## config.mk

```make
export PLATFORM = sky130hd
export DESIGN_NAME = emg_gesture_grip_controller_unit
export DESIGN_NICKNAME = d
export VERILOG_FILES = /design/src/rtl/core/egc_pkg.sv /design/src/rtl/core/emg_gesture_grip_controller_unit.sv /design/src/rtl/core/egc_ctrl.sv /design/src/rtl/core/egc_dpath.sv
export VERILOG_INCLUDE_DIRS = /design/src /design/src/rtl/core
export SDC_FILE = /design/constraint.sdc
export NUM_CORES = 2
export LEC_CHECK = 0
export ABC_AREA = 1
export BUFFER_PORTS_ARGS = -buffer_cell sky130_fd_sc_hd__clkbuf_2
export CORE_AREA = 2 2 324 326
export DETAILED_ROUTE_END_ITERATION = 16
export DIE_AREA = 0 0 326 328
export MAX_ROUTING_LAYER = met4
export PLACE_DENSITY = 0.61
export SYNTH_ARGS = -nofsm -noshare
export SYNTH_HDL_FRONTEND = slang
export SYNTH_SLANG_ARGS = --single-unit
```

## constraint.sdc

```tcl
create_clock -name clk -period 14.2 [get_ports clk]
set_input_delay 2.13 -clock clk [delete_from_list [all_inputs] [get_ports clk]]
set_output_delay 2.13 -clock clk [all_outputs]
set_load 0.05 [all_outputs]
```

## src/rtl/core/emg_gesture_grip_controller_unit_assert.svh

```systemverilog
// assertion macros for the grip controller, clocked on clk, disabled in reset
`ifndef EMG_GESTURE_GRIP_CONTROLLER_UNIT_ASSERT_SVH
`define EMG_GESTURE_GRIP_CONTROLLER_UNIT_ASSERT_SVH
`ifndef SYNTH
`define EGC_ASSERT_IMPL(lbl, ante, cons, msg) \
	lbl: assert property (@(posedge clk) disable iff (!arst_n) (ante) |-> (cons)) \
		else $error(msg);
`define EGC_ASSERT_NEXT(lbl, ante, cons, msg) \
	lbl: assert property (@(posedge clk) disable iff (!arst_n) (ante) |=> (cons)) \
		else $error(msg);
`else
`define EGC_ASSERT_IMPL(lbl, ante, cons, msg)
`define EGC_ASSERT_NEXT(lbl, ante, cons, msg)
`endif
`endif

```

## src/rtl/core/egc_pkg.sv

```systemverilog
`timescale 1ns / 1ps
// ----------------------------------------------------------------------------
// egc_pkg
// shared types and constants of the emg gesture grip controller
// ----------------------------------------------------------------------------
package egc_pkg;

	localparam int FINGER_COUNT = 5;
	localparam int DIV_STEPS    = 8;

	// controller to datapath commands
	typedef struct packed {
		logic load_in;
		logic smooth_en;
		logic smooth_sel;  // 0 flexor, 1 extensor
		logic cls_en;
		logic div_step;
		logic apply;
	} egc_cmd_t;

endpackage

```

## src/rtl/core/emg_gesture_grip_controller_unit.sv

```systemverilog
`timescale 1ns / 1ps
// ----------------------------------------------------------------------------
// emg_gesture_grip_controller_unit
// two-channel emg gesture classifier driving five finger servos with grip care
// ----------------------------------------------------------------------------
// Each input transaction is one control period and yields one output
// transaction. A period runs from acceptance to a valid result through
// two steps on the shared smoothing multiplier (one per channel), one to
// classify, eight steps of the restoring grip divider and one to update the
// finger and grip state; the next transaction is accepted the cycle after,
// so a new period starts only after the last one is done. The update step
// stalls while an earlier result still waits in the output register.
// The result sits in an output register, so the next period may start while
// it waits. Configuration writes are taken in any cycle but belong to idle
// periods.
module emg_gesture_grip_controller_unit
	import egc_pkg::*;
(
	input  logic        clk,
	input  logic        arst_n,
	input  logic        s_tvalid,
	output logic        s_tready,
	input  logic [39:0] s_tdata,   // flexor_sample, extensor_sample, force_level, servo_tick
	output logic        m_tvalid,
	input  logic        m_tready,
	output logic [55:0] m_tdata,   // gesture, thumb/index/middle/ring/pinky_angle,
	                               // vibration_level, haptic_events, object_held
	input  logic        cfg_valid,
	output logic        cfg_ready,
	input  logic [2:0]  cfg_index,
	input  logic [11:0] cfg_data
);

	egc_cmd_t cmd;

	assign cfg_ready = 1'b1;

	egc_ctrl u_ctrl (
		.clk      (clk),
		.arst_n   (arst_n),
		.s_tvalid (s_tvalid),
		.s_tready (s_tready),
		.m_tvalid (m_tvalid),
		.m_tready (m_tready),
		.cmd      (cmd)
	);

	egc_dpath u_dpath (
		.clk       (clk),
		.arst_n    (arst_n),
		.cmd       (cmd),
		.s_tdata   (s_tdata),
		.cfg_we    (cfg_valid && cfg_ready),
		.cfg_index (cfg_index),
		.cfg_data  (cfg_data),
		.m_tdata   (m_tdata)
	);

endmodule

```

## src/rtl/core/egc_ctrl.sv

```systemverilog
`timescale 1ns / 1ps
// ----------------------------------------------------------------------------
// egc_ctrl
// sequencer for one control period and the output valid register
// ----------------------------------------------------------------------------
`include "emg_gesture_grip_controller_unit_assert.svh"
module egc_ctrl
	import egc_pkg::*;
(
	input  logic      clk,
	input  logic      arst_n,
	input  logic      s_tvalid,
	output logic      s_tready,
	output logic      m_tvalid,
	input  logic      m_tready,
	output egc_cmd_t  cmd
);

	typedef enum logic [2:0] {
		ST_IDLE,
		ST_SMOOTH_F,
		ST_SMOOTH_E,
		ST_CLASSIFY,
		ST_DIVIDE,
		ST_APPLY
	} state_t;

	state_t      state_q;
	logic [2:0]  cnt_q;
	logic        out_valid_q;
	logic        apply_fire;

	assign s_tready   = (state_q == ST_IDLE);
	assign m_tvalid   = out_valid_q;
	assign apply_fire = (state_q == ST_APPLY) && (!out_valid_q || m_tready);

	always_comb begin
		cmd.load_in    = s_tvalid && (state_q == ST_IDLE);
		cmd.smooth_en  = (state_q == ST_SMOOTH_F) || (state_q == ST_SMOOTH_E);
		cmd.smooth_sel = (state_q == ST_SMOOTH_E);
		cmd.cls_en     = (state_q == ST_CLASSIFY);
		cmd.div_step   = (state_q == ST_DIVIDE);
		cmd.apply      = apply_fire;
	end

	always_ff @(posedge clk or negedge arst_n) begin
		if (!arst_n) begin
			state_q     <= ST_IDLE;
			cnt_q       <= '0;
			out_valid_q <= 1'b0;
		end else begin
			if (out_valid_q && m_tready && !apply_fire)
				out_valid_q <= 1'b0;
			case (state_q)
				ST_IDLE: begin
					if (s_tvalid)
						state_q <= ST_SMOOTH_F;
				end
				ST_SMOOTH_F: state_q <= ST_SMOOTH_E;
				ST_SMOOTH_E: state_q <= ST_CLASSIFY;
				ST_CLASSIFY: begin
					cnt_q   <= '0;
					state_q <= ST_DIVIDE;
				end
				ST_DIVIDE: begin
					cnt_q <= cnt_q + 3'd1;
					if (cnt_q == 3'(DIV_STEPS - 1))
						state_q <= ST_APPLY;
				end
				ST_APPLY: begin
					if (apply_fire) begin
						out_valid_q <= 1'b1;
						state_q     <= ST_IDLE;
					end
				end
				default: state_q <= ST_IDLE;
			endcase
		end
	end

	`EGC_ASSERT_NEXT(a_accept_starts, s_tvalid && s_tready, state_q == ST_SMOOTH_F, "accept did not start smoothing")
	`EGC_ASSERT_NEXT(a_apply_valid, apply_fire, out_valid_q, "applied result not presented")
	`EGC_ASSERT_IMPL(a_busy_blocks, state_q != ST_IDLE, !s_tready, "ready while busy")
	`EGC_ASSERT_NEXT(a_div_done, state_q == ST_DIVIDE && cnt_q == 3'(DIV_STEPS - 1), state_q == ST_APPLY, "division step count wrong")

endmodule

```

## src/rtl/core/egc_dpath.sv

```systemverilog
`timescale 1ns / 1ps
// ----------------------------------------------------------------------------
// egc_dpath
// smoothing, classification, grip divider, finger and grip state, result
// ----------------------------------------------------------------------------
module egc_dpath
	import egc_pkg::*;
(
	input  logic        clk,
	input  logic        arst_n,
	input  egc_cmd_t    cmd,
	input  logic [39:0] s_tdata,
	input  logic        cfg_we,
	input  logic [2:0]  cfg_index,
	input  logic [11:0] cfg_data,
	output logic [55:0] m_tdata
);

	typedef enum logic [1:0] {G_OPEN = 2'd0, G_CLOSE = 2'd1, G_POINT = 2'd2} gesture_t;
	typedef enum logic [1:0] {C_KEEP, C_OPEN, C_CLOSE, C_POINT} cls_t;
	typedef enum logic [2:0] {
		R_BASELINE, R_FLEX, R_POINT, R_RELAX, R_CONTACT, R_SLIP, R_OVER, R_OPEN
	} reg_idx_t;

	localparam logic [15:0] ALPHA_Q16      = 16'd6554;
	localparam logic [15:0] ONE_MINUS_Q16  = 16'd58982;
	localparam logic [10:0] GRIP_TOP       = 11'd1800;
	localparam logic [7:0]  GRIP_MIN_ANGLE = 8'd40;
	localparam logic [7:0]  GRIP_MAX_ANGLE = 8'd170;
	localparam logic [7:0]  RESET_ANGLE    = 8'd10;

	function automatic logic [7:0] point_target(input int idx);
		case (idx)
			0:       point_target = 8'd50;
			1:       point_target = 8'd10;
			default: point_target = 8'd170;
		endcase
	endfunction

	function automatic logic [7:0] clamp_close(input logic signed [9:0] v);
		if (v < $signed({2'b00, GRIP_MIN_ANGLE}))
			clamp_close = GRIP_MIN_ANGLE;
		else if (v > $signed({2'b00, GRIP_MAX_ANGLE}))
			clamp_close = GRIP_MAX_ANGLE;
		else
			clamp_close = v[7:0];
	endfunction

	// configuration
	logic [11:0] baseline_q, point_thr_q, relax_thr_q, contact_thr_q, slip_thr_q, over_thr_q;
	logic [10:0] flex_thr_q;
	logic [7:0]  open_angle_q;

	always_ff @(posedge clk or negedge arst_n) begin
		if (!arst_n) begin
			baseline_q    <= 12'd1850;
			flex_thr_q    <= 11'd650;
			point_thr_q   <= 12'd850;
			relax_thr_q   <= 12'd250;
			contact_thr_q <= 12'd180;
			slip_thr_q    <= 12'd150;
			over_thr_q    <= 12'd3200;
			open_angle_q  <= RESET_ANGLE;
		end else if (cfg_we) begin
			case (reg_idx_t'(cfg_index))
				R_BASELINE: baseline_q    <= cfg_data;
				R_FLEX:     flex_thr_q    <= cfg_data[10:0];
				R_POINT:    point_thr_q   <= cfg_data;
				R_RELAX:    relax_thr_q   <= cfg_data;
				R_CONTACT:  contact_thr_q <= cfg_data;
				R_SLIP:     slip_thr_q    <= cfg_data;
				R_OVER:     over_thr_q    <= cfg_data;
				R_OPEN:     open_angle_q  <= cfg_data[7:0];
				default:    baseline_q    <= baseline_q;
			endcase
		end
	end

	// input transaction
	logic [11:0] flex_in_q, ext_in_q, force_in_q;
	logic        tick_in_q;

	always_ff @(posedge clk) begin
		if (cmd.load_in) begin
			flex_in_q  <= s_tdata[11:0];
			ext_in_q   <= s_tdata[23:12];
			force_in_q <= s_tdata[35:24];
			tick_in_q  <= s_tdata[36];
		end
	end

	// shared exponential smoother
	logic [27:0] flex_sm_q, ext_sm_q;
	logic [11:0] raw, rect;
	logic [27:0] s_cur, sm_next;
	logic [24:0] prod_a;
	logic [43:0] prod_b;

	always_comb begin
		raw     = cmd.smooth_sel ? ext_in_q : flex_in_q;
		s_cur   = cmd.smooth_sel ? ext_sm_q : flex_sm_q;
		rect    = (raw >= baseline_q) ? raw - baseline_q : baseline_q - raw;
		prod_a  = 25'(rect) * 25'(ALPHA_Q16);
		prod_b  = 44'(s_cur) * 44'(ONE_MINUS_Q16) + 44'd32768;
		sm_next = 28'(29'(prod_a) + 29'(prod_b[43:16]));
	end

	always_ff @(posedge clk or negedge arst_n) begin
		if (!arst_n) begin
			flex_sm_q <= '0;
			ext_sm_q  <= '0;
		end else if (cmd.smooth_en) begin
			if (cmd.smooth_sel)
				ext_sm_q <= sm_next;
			else
				flex_sm_q <= sm_next;
		end
	end

	// classification and grip division set-up
	cls_t        cls_q, cls_d;
	logic [11:0] x_int;
	logic [19:0] num, lim;
	logic [10:0] dvs;
	logic        sat;
	logic [19:0] rem_q;
	logic [17:0] dsh_q;
	logic [7:0]  quo_q;
	logic        sat_q;

	always_comb begin
		if (ext_sm_q > {point_thr_q, 16'd0} && ext_sm_q > flex_sm_q)
			cls_d = C_POINT;
		else if (flex_sm_q > {1'b0, flex_thr_q, 16'd0} && flex_sm_q > ext_sm_q)
			cls_d = C_CLOSE;
		else if (flex_sm_q < {relax_thr_q, 16'd0} && ext_sm_q < {relax_thr_q, 16'd0})
			cls_d = C_OPEN;
		else
			cls_d = C_KEEP;
		x_int = flex_sm_q[27:16] - {1'b0, flex_thr_q};
		num   = 20'(x_int * 20'd130);
		dvs   = GRIP_TOP - flex_thr_q;
		lim   = 20'(dvs * 20'd131);
		// quotient at or above 131 clamps to the top anyway
		sat   = (flex_thr_q >= GRIP_TOP) || (num >= lim);
	end

	always_ff @(posedge clk) begin
		if (cmd.cls_en) begin
			cls_q <= cls_d;
			sat_q <= sat;
			rem_q <= num;
			dsh_q <= {dvs, 7'd0};
			quo_q <= '0;
		end else if (cmd.div_step) begin
			if (rem_q >= 20'(dsh_q)) begin
				rem_q <= rem_q - 20'(dsh_q);
				quo_q <= {quo_q[6:0], 1'b1};
			end else begin
				quo_q <= {quo_q[6:0], 1'b0};
			end
			dsh_q <= dsh_q >> 1;
		end
	end

	// grip state and result
	gesture_t    gest_q, gest_new;
	logic [7:0]  pos_q [FINGER_COUNT];
	logic [7:0]  tgt_q [FINGER_COUNT];
	logic [7:0]  pos_new [FINGER_COUNT];
	logic [7:0]  tgt_cls [FINGER_COUNT];
	logic [7:0]  tgt_slip [FINGER_COUNT];
	logic [7:0]  tgt_new [FINGER_COUNT];
	logic        held_q, held_cls, held_new;
	logic [11:0] prev_force_q;
	logic [7:0]  grip;
	logic        is_close, contact, slip, over, point_entered;
	logic [18:0] vib_prod, vib_rem;
	logic [6:0]  vib_est, vib_q, vib;

	always_comb begin
		grip     = sat_q ? GRIP_MAX_ANGLE : GRIP_MIN_ANGLE + quo_q;
		gest_new = gest_q;
		held_cls = held_q;
		case (cls_q)
			C_POINT: gest_new = G_POINT;
			C_CLOSE: gest_new = G_CLOSE;
			C_OPEN: begin
				gest_new = G_OPEN;
				held_cls = 1'b0;
			end
			default: gest_new = gest_q;
		endcase
		for (int i = 0; i < FINGER_COUNT; i++) begin
			case (cls_q)
				C_POINT: tgt_cls[i] = point_target(i);
				C_CLOSE: tgt_cls[i] = grip;
				C_OPEN:  tgt_cls[i] = open_angle_q;
				default: tgt_cls[i] = tgt_q[i];
			endcase
			if (tick_in_q && pos_q[i] < tgt_cls[i])
				pos_new[i] = pos_q[i] + 8'd1;
			else if (tick_in_q && pos_q[i] > tgt_cls[i])
				pos_new[i] = pos_q[i] - 8'd1;
			else
				pos_new[i] = pos_q[i];
		end
		is_close = (gest_new == G_CLOSE);
		contact  = is_close && !held_cls && (force_in_q > contact_thr_q);
		held_new = held_cls || contact;
		slip     = is_close && held_new && (prev_force_q > force_in_q)
			&& ((prev_force_q - force_in_q) > slip_thr_q);
		over     = is_close && (force_in_q > over_thr_q);
		for (int i = 0; i < FINGER_COUNT; i++) begin
			tgt_slip[i] = slip ? clamp_close(10'(tgt_cls[i]) + 10'sd4) : tgt_cls[i];
			tgt_new[i]  = over ? clamp_close(10'(tgt_slip[i]) - 10'sd2) : tgt_slip[i];
		end
		point_entered = (gest_new == G_POINT) && (gest_q != G_POINT);
		// force * 127 / 4095: estimate by the shift, then one correction
		vib_prod = {force_in_q, 7'd0} - 19'(force_in_q);
		vib_est  = vib_prod[18:12];
		vib_rem  = vib_prod - {vib_est, 12'd0} + 19'(vib_est);
		vib_q    = (vib_rem >= 19'd4095) ? vib_est + 7'd1 : vib_est;
		vib      = (vib_q < 7'd10) ? 7'd0 : vib_q;
	end

	always_ff @(posedge clk or negedge arst_n) begin
		if (!arst_n) begin
			gest_q       <= G_OPEN;
			held_q       <= 1'b0;
			prev_force_q <= '0;
			for (int i = 0; i < FINGER_COUNT; i++) begin
				pos_q[i] <= RESET_ANGLE;
				tgt_q[i] <= RESET_ANGLE;
			end
		end else if (cmd.apply) begin
			gest_q <= gest_new;
			held_q <= held_new;
			if (is_close)
				prev_force_q <= force_in_q;
			for (int i = 0; i < FINGER_COUNT; i++) begin
				pos_q[i] <= pos_new[i];
				tgt_q[i] <= tgt_new[i];
			end
		end
	end

	logic [55:0] out_q;

	always_ff @(posedge clk) begin
		if (cmd.apply)
			out_q <= {2'b00, held_new, point_entered, over, slip, contact, vib,
				pos_new[4], pos_new[3], pos_new[2], pos_new[1], pos_new[0], gest_new};
	end

	assign m_tdata = out_q;

endmodule
```

# Word level (Yosys, flattened, before mapping)
# Index checks and enable logic that the tools add are counted.
[classes]
reduce_logical = 50
order_cmp = 46
add_sub_neg = 34
n_mul = 4
bitwise_logic = 1
eq_ne = 22
muxes = 68
[op_table]
columns = ["cell", "count"]
rows = [
  ["2-to-1 mux 8 bit", 41],
  ["one-hot mux 8 bit (3 select lines)", 5],
  ["greater-than comparator 10 x 9 -> 1 bit (second input constant)", 10],
  ["< comparator 10 x 7 -> 1 bit (second input constant)", 10],
  ["greater-than comparator 28 bit", 3],
  ["2-to-1 mux 20 bit", 3],
  ["< comparator 28 bit", 2],
  ["greater-than comparator 12 bit", 4],
  ["adder 8 x 3 -> 9 bit (second input constant)", 5],
  ["subtractor 8 x 2 -> 9 bit (second input constant)", 5],
  ["adder 44 x 16 -> 44 bit (second input constant)", 1],
  ["multiplier 28 x 15 -> 43 bit (second input constant)", 1],
  ["adder 8 x 1 -> 8 bit (second input constant)", 5],
  ["greater-than comparator 8 bit", 5],
  ["< comparator 8 bit", 5],
  ["subtractor 8 x 1 -> 8 bit (second input constant)", 5],
  ["2-to-1 mux 18 bit", 2],
  ["subtractor 12 bit", 3],
  ["adder 25 x 28 -> 28 bit", 1],
  ["greater-than comparator 28 x 27 -> 1 bit", 1],
  ["2-to-1 mux 28 bit", 1],
  ["AND reduction 2 bit", 13],
  ["logical AND 1 bit", 24],
  ["multiplier 12 x 12 -> 24 bit (second input constant)", 1],
  ["other kinds (38)", 69],
]
[word_totals]
in_bits = 60
word_cells = 265
register_bits = 389
out_inout_bits = 59

# Logic depth before layout (Yosys ltp)
[logic_depth]
ltp_word = 15
depth_mapped = 57
depth_no_buf = 56

# Cells and area by module
# Synthesis repeated with hierarchy kept, for this count alone.
[unflattened]
hier_cells = 5260
hier_area_um2 = 41277.1
[modules_own_cells]
columns = ["mod", "cells_each", "seq_area_each_um2", "area_each_um2", "instances"]
rows = [
  ["egc_dpath", 5208, 10168.5, 40886.7, 1],
  ["egc_ctrl", 50, 175.2, 379.1, 1],
  ["emg_gesture_grip_controller_unit", 2, 0.0, 11.3, 1],
]

# Worst setup path after synthesis
# Ideal clock, no wire load.
[synth_timing]
kind = "reg2reg"
startpoint = "register u_ctrl.state_q[2]"
endpoint = "register u_dpath.flex_sm_q[26]"
required_time_ns = 14.048
setup_slack_ns = 4.956
stages_incl_launch_ff = 46
arrival_time_ns = 9.091
period_less_slack_ns = 9.244
path_cell_list = "dfrtp_1 nor2_1 nand2_1 clkbuf_1 clkbuf_1 clkbuf_1 o21ai_0 fa_1 fa_1 fa_1 inv_1 fa_1 fa_1 inv_1 fa_1 ha_1 a21o_1 or2_2 [10 not listed] ha_1 nand2_1 o21ai_0 a21oi_1 o21ai_0 a31oi_1 o21ai_0 nand3_1 nand2_1 nand2_1 nand2_1 nand2_1 nand2_1 nand2_1 nand2_1 nand4_1 nand3_1 o21ai_0"
[synth_via]
elab_chain_len = 6
[synth_lines]
columns = ["item", "line", "text"]
rows = [
  ["start: declaration", "egc_ctrl.sv:28", "state_t state_q;"],
  ["start signal: assignment", "egc_ctrl.sv:48", "state_q <= ST_IDLE;"],
  ["start signal: assignment", "egc_ctrl.sv:57", "state_q <= ST_SMOOTH_F;"],
  ["start signal: assignment", "egc_ctrl.sv:59", "ST_SMOOTH_F: state_q <= ST_SMOOTH_E;"],
  ["parallel branches: the longest is 6 deep, another holds adder 44 x 16 -> 44 bit", "n/a", ""],
  ["end signal: assignment", "egc_dpath.sv:116", "flex_sm_q <= sm_next;"],
  ["end: declaration", "egc_dpath.sv:93", "logic [27:0] flex_sm_q, ext_sm_q;"],
]
# Parallel ways; which one is timed is not known.
# A chain may end at the register's enable or synchronous reset.

# Worst setup path after layout
[layout_timing]
startpoint = "register u_ctrl.state_q[2]"
endpoint = "register u_dpath.ext_sm_q[27]"
[layout_via]
elab_chain_len = 6
[layout_lines]
columns = ["item", "line", "text"]
rows = [
  ["parallel branches: the longest is 6 deep, another holds adder 44 x 16 -> 44 bit", "n/a", ""],
  ["end signal: assignment", "egc_dpath.sv:114", "ext_sm_q <= sm_next;"],
  ["end: declaration", "egc_dpath.sv:93", ""],
]
# Parallel ways; which one is timed is not known.

==> flow_summary.json <==
{
  "startpoint_type": "flip-flop",
  "io_buffers": 112,
  "finalSetupViolations": 0,
  "critPathMaxFanout": 56,
  "ios": 119,
  "diodes": 0,
  "slew_viol_final": 0,
  "cp.required_ps": 14710,
  "r2r_setup_slack_ps": 2960,
  "cts_tree": "yes",
  "grt_max_degree": 146,
  "critPathSlowestCell": "inv_1",
  "cts_resized": 0,
  "hp-start": "u_dpath.tgt_q[11]",
  "gp_congestion": 0.932,
  "areaGrowthSynthToFinish_pct": 9.05,
  "hpwl_mm": 86.5,
  "num_vias": 34400,
  "globalRouteOverflowTotal": 0,
  "first_pass_iters": 7,
  "drc": 0,
  "ys_seq_area_share_pct": 25.1,
  "final_core_util_pct": 43.5,
  "holdPathStages": 2,
  "grt_pass1_wl_mm": 175,
  "wl_per_cell_um": 15.6,
  "cts_buffers": 44,
  "crit_family": "adder cells",
  "ys_top_cells_by_area": "ha_1, dfrtp_1, fa_1",
  "hold_class": "flip-flop to flip-flop",
  "yosysWarnings": 0,
  "hold_path_end": "u_dpath.tgt_q[11]",
  "status": "finished, final reports clean",
  "synth_cells": 5340,
  "max-slew-margin-rel_pct": 30.0,
  "ys_types": 60,
  "worstReg2RegEnd": "u_dpath.ext_sm_q[27]",
  "htree_num_levels": 2,
  "finalNonFillerCells": 6854,
  "ys_seq_elements": 389,
  "grt_pass1_vias": 33400,
  "r2r_cells": 51,
  "postCtsSetupRepairBufs": 0,
  "yosys.area.top_type": "ha_1",
  "die_width_um": 326,
  "fin_crit_sh_pct": 79.2,
  "rsz0062_at_grt": "no",
  "coreArea_sq_mm": 0.103,
  "final-hold-violation-count": 0,
  "cp.arrival_ps": 11750,
  "dieArea_sq_mm": 0.107,
  "clk_latency_ps": 610,
  "layout.nets": 6295,
  "ctsLongestPathBuffers": 3,
  "n_fill_cell": 10500,
  "synth_edf_count": 124,
  "synthesis.area_sq_mm": 0.0412,
  "final_layout_size_suffix_gt1_share_pct": 6.47,
  "cp_num_buf_inv": 11,
  "max_freq_mhz": 89.0,
  "endpoint_kind": "flip-flop",
  "synth_top_cell_area_share_pct": 17.9,
  "async_reset_ff_share_pct": 64.0,
  "clkTransAtPathRegs_ps": 60,
  "r2r-start": "u_ctrl.state_q[2]",
  "crit_type": "flip-flop to flip-flop",
  "grt.total_usage_pct": 20.7,
  "wl_mm": 107,
  "die_height_um": 328,
  "cts_hold_buf": 0,
  "grt_antenna_before_repair": 0,
  "final_common_cell": "nand2_1",
  "hold_ws_ps": 469,
  "slowest_delay_ps": 640,
  "tightest_slew_ps": 1040,
  "dr.first_iter.drc_count": 2059,
  "cts-root-buf": "clkbuf_16",
  "maxCapViolCount": 0,
  "synth_ff_type": "dfrtp_1",
  "setup-tns-final_ps": 0,
  "skew_ps": 44.0,
  "initial_utilization_pct": 39.9,
  "cpMostUsedCell": "inv_1",
  "cts_num_sinks": 389,
  "layout_common_cells": "nand2_1, inv_1, ha_1, o21ai_0, nor2_1",
  "synth.avg_cell_area_sq_um": 7.72,
  "place_inst": 6773,
  "ant_nets": 0,
  "period_needed_ps": 11240,
  "avgViaCountPerCell": 5.02,
  "std_cell_rows": 118
}
[worst min-delay path: cells and delay by family (launching register included)]
kind	cells	cell delay (ps)
and+or+nand+nor	2	100
DFF	1	370
[cells in the mapped netlist (6+ instances only)]
cell type     n
o22ai_1      33
nand3_1     231
buf_2         7
o221ai_1      8
o21bai_1     32
or2_2        21
a21o_1       24
o21ai_0     393
a21oi_1     304
clkbuf_1     68
nand2_2      16
inv_2        15
nand4_1      78
dfrtp_1     194
a31oi_1      17
xor2_1      180
nor4_1       24
o21a_1       11
o21ai_1      19
fa_1        208
a221oi_1      7
inv_1      1021
nand2_1    1059
dfxtp_1      16
nand3_2       7
nor3_1       41
a21boi_0      6
ha_1        588
xnor2_1      63
edfxtp_1    124
a211oi_1     13
nor2_2       14
dfstp_2      55
nand3b_1     14
o211ai_1     10
nor2_1      358
buf_4         6
[routing by layer]
layer	share of wire, %	GRT usage [%]	up-vias
met5	0	-	-
met4	2.0	4.48	0
met3	3.6	2.02	115
met2	47	34.5	593
met1	47	27.3	16200
li1	-	-	17500
[registers in the layout (all words and copies together) (netlist names), 11 cells and up]
name / count
u_dpath.point_thr_q: 12
u_dpath.rem_q: 20
u_dpath.ext_in_q: 12
u_dpath.slip_thr_q: 12
u_dpath.pos_q: 40
u_dpath.force_in_q: 12
u_dpath.contact_thr_q: 12
u_dpath.tgt_q: 40
u_dpath.flex_thr_q: 11
u_dpath.flex_sm_q: 28
u_dpath.baseline_q: 12
u_dpath.m_tdata: 54
u_dpath.ext_sm_q: 28
u_dpath.dsh_q: 18
u_dpath.relax_thr_q: 12
u_dpath.over_thr_q: 12
u_dpath.flex_in_q: 12
u_dpath.prev_force_q: 12
[cell type report]
cell class	count	area (sq um)	share of cell area [%]
Multi-Input combinational cell	3827	26600	59.3
Sequential cell	389	10300	23.0
Inverter	1039	3900	8.68
Tap cell	1380	1730	3.84
Clock buffer	58	1240	2.77
Timing Repair Buffer	138	778	1.73
Clock inverter	23	300	0.668
[logic make-up after synthesis]
kind of cell             Yosys count  synth area share, %
buffers and inverters           1125                 10.3
multiplexers                       4               0.0972
XOR/XNOR                         243                 5.16
AO/OA/AOI/OAI                    909                 12.2
other                              2               0.0182
adder cells (fa/ha/maj)          796                 28.0
AND/OR/NAND/NOR                 1872                 19.1
flip-flops                       389                 25.1
[worst max-delay path by stage]
stage                                 start                     to  depth (start not counted)
after global routing      u_ctrl.state_q[2]   u_dpath.ext_sm_q[26]                         52
after detailed placement  u_ctrl.state_q[2]   u_dpath.ext_sm_q[27]                         51
after floorplan           u_ctrl.state_q[2]  u_dpath.flex_sm_q[26]                         45
after CTS                 u_ctrl.state_q[2]   u_dpath.ext_sm_q[27]                         51
after global placement    u_ctrl.state_q[2]   u_dpath.ext_sm_q[27]                         51
final                     u_ctrl.state_q[2]   u_dpath.ext_sm_q[27]                         51
[stage by stage]
stage / cell area, sq um / setup WS, ps
2_1_floorplan: 41200 / 4960
3_3_place_gp: 43400 / 3100
3_5_place_dp: 43400 / 2970
4_1_cts: 44900 / 2890
5_1_grt: 44900 / 1990
6_report: 44900 / 2960
Power is left out: the tool's default activity adds up to more than one toggle a clock period on the data nets, which glitch-free logic cannot reach.
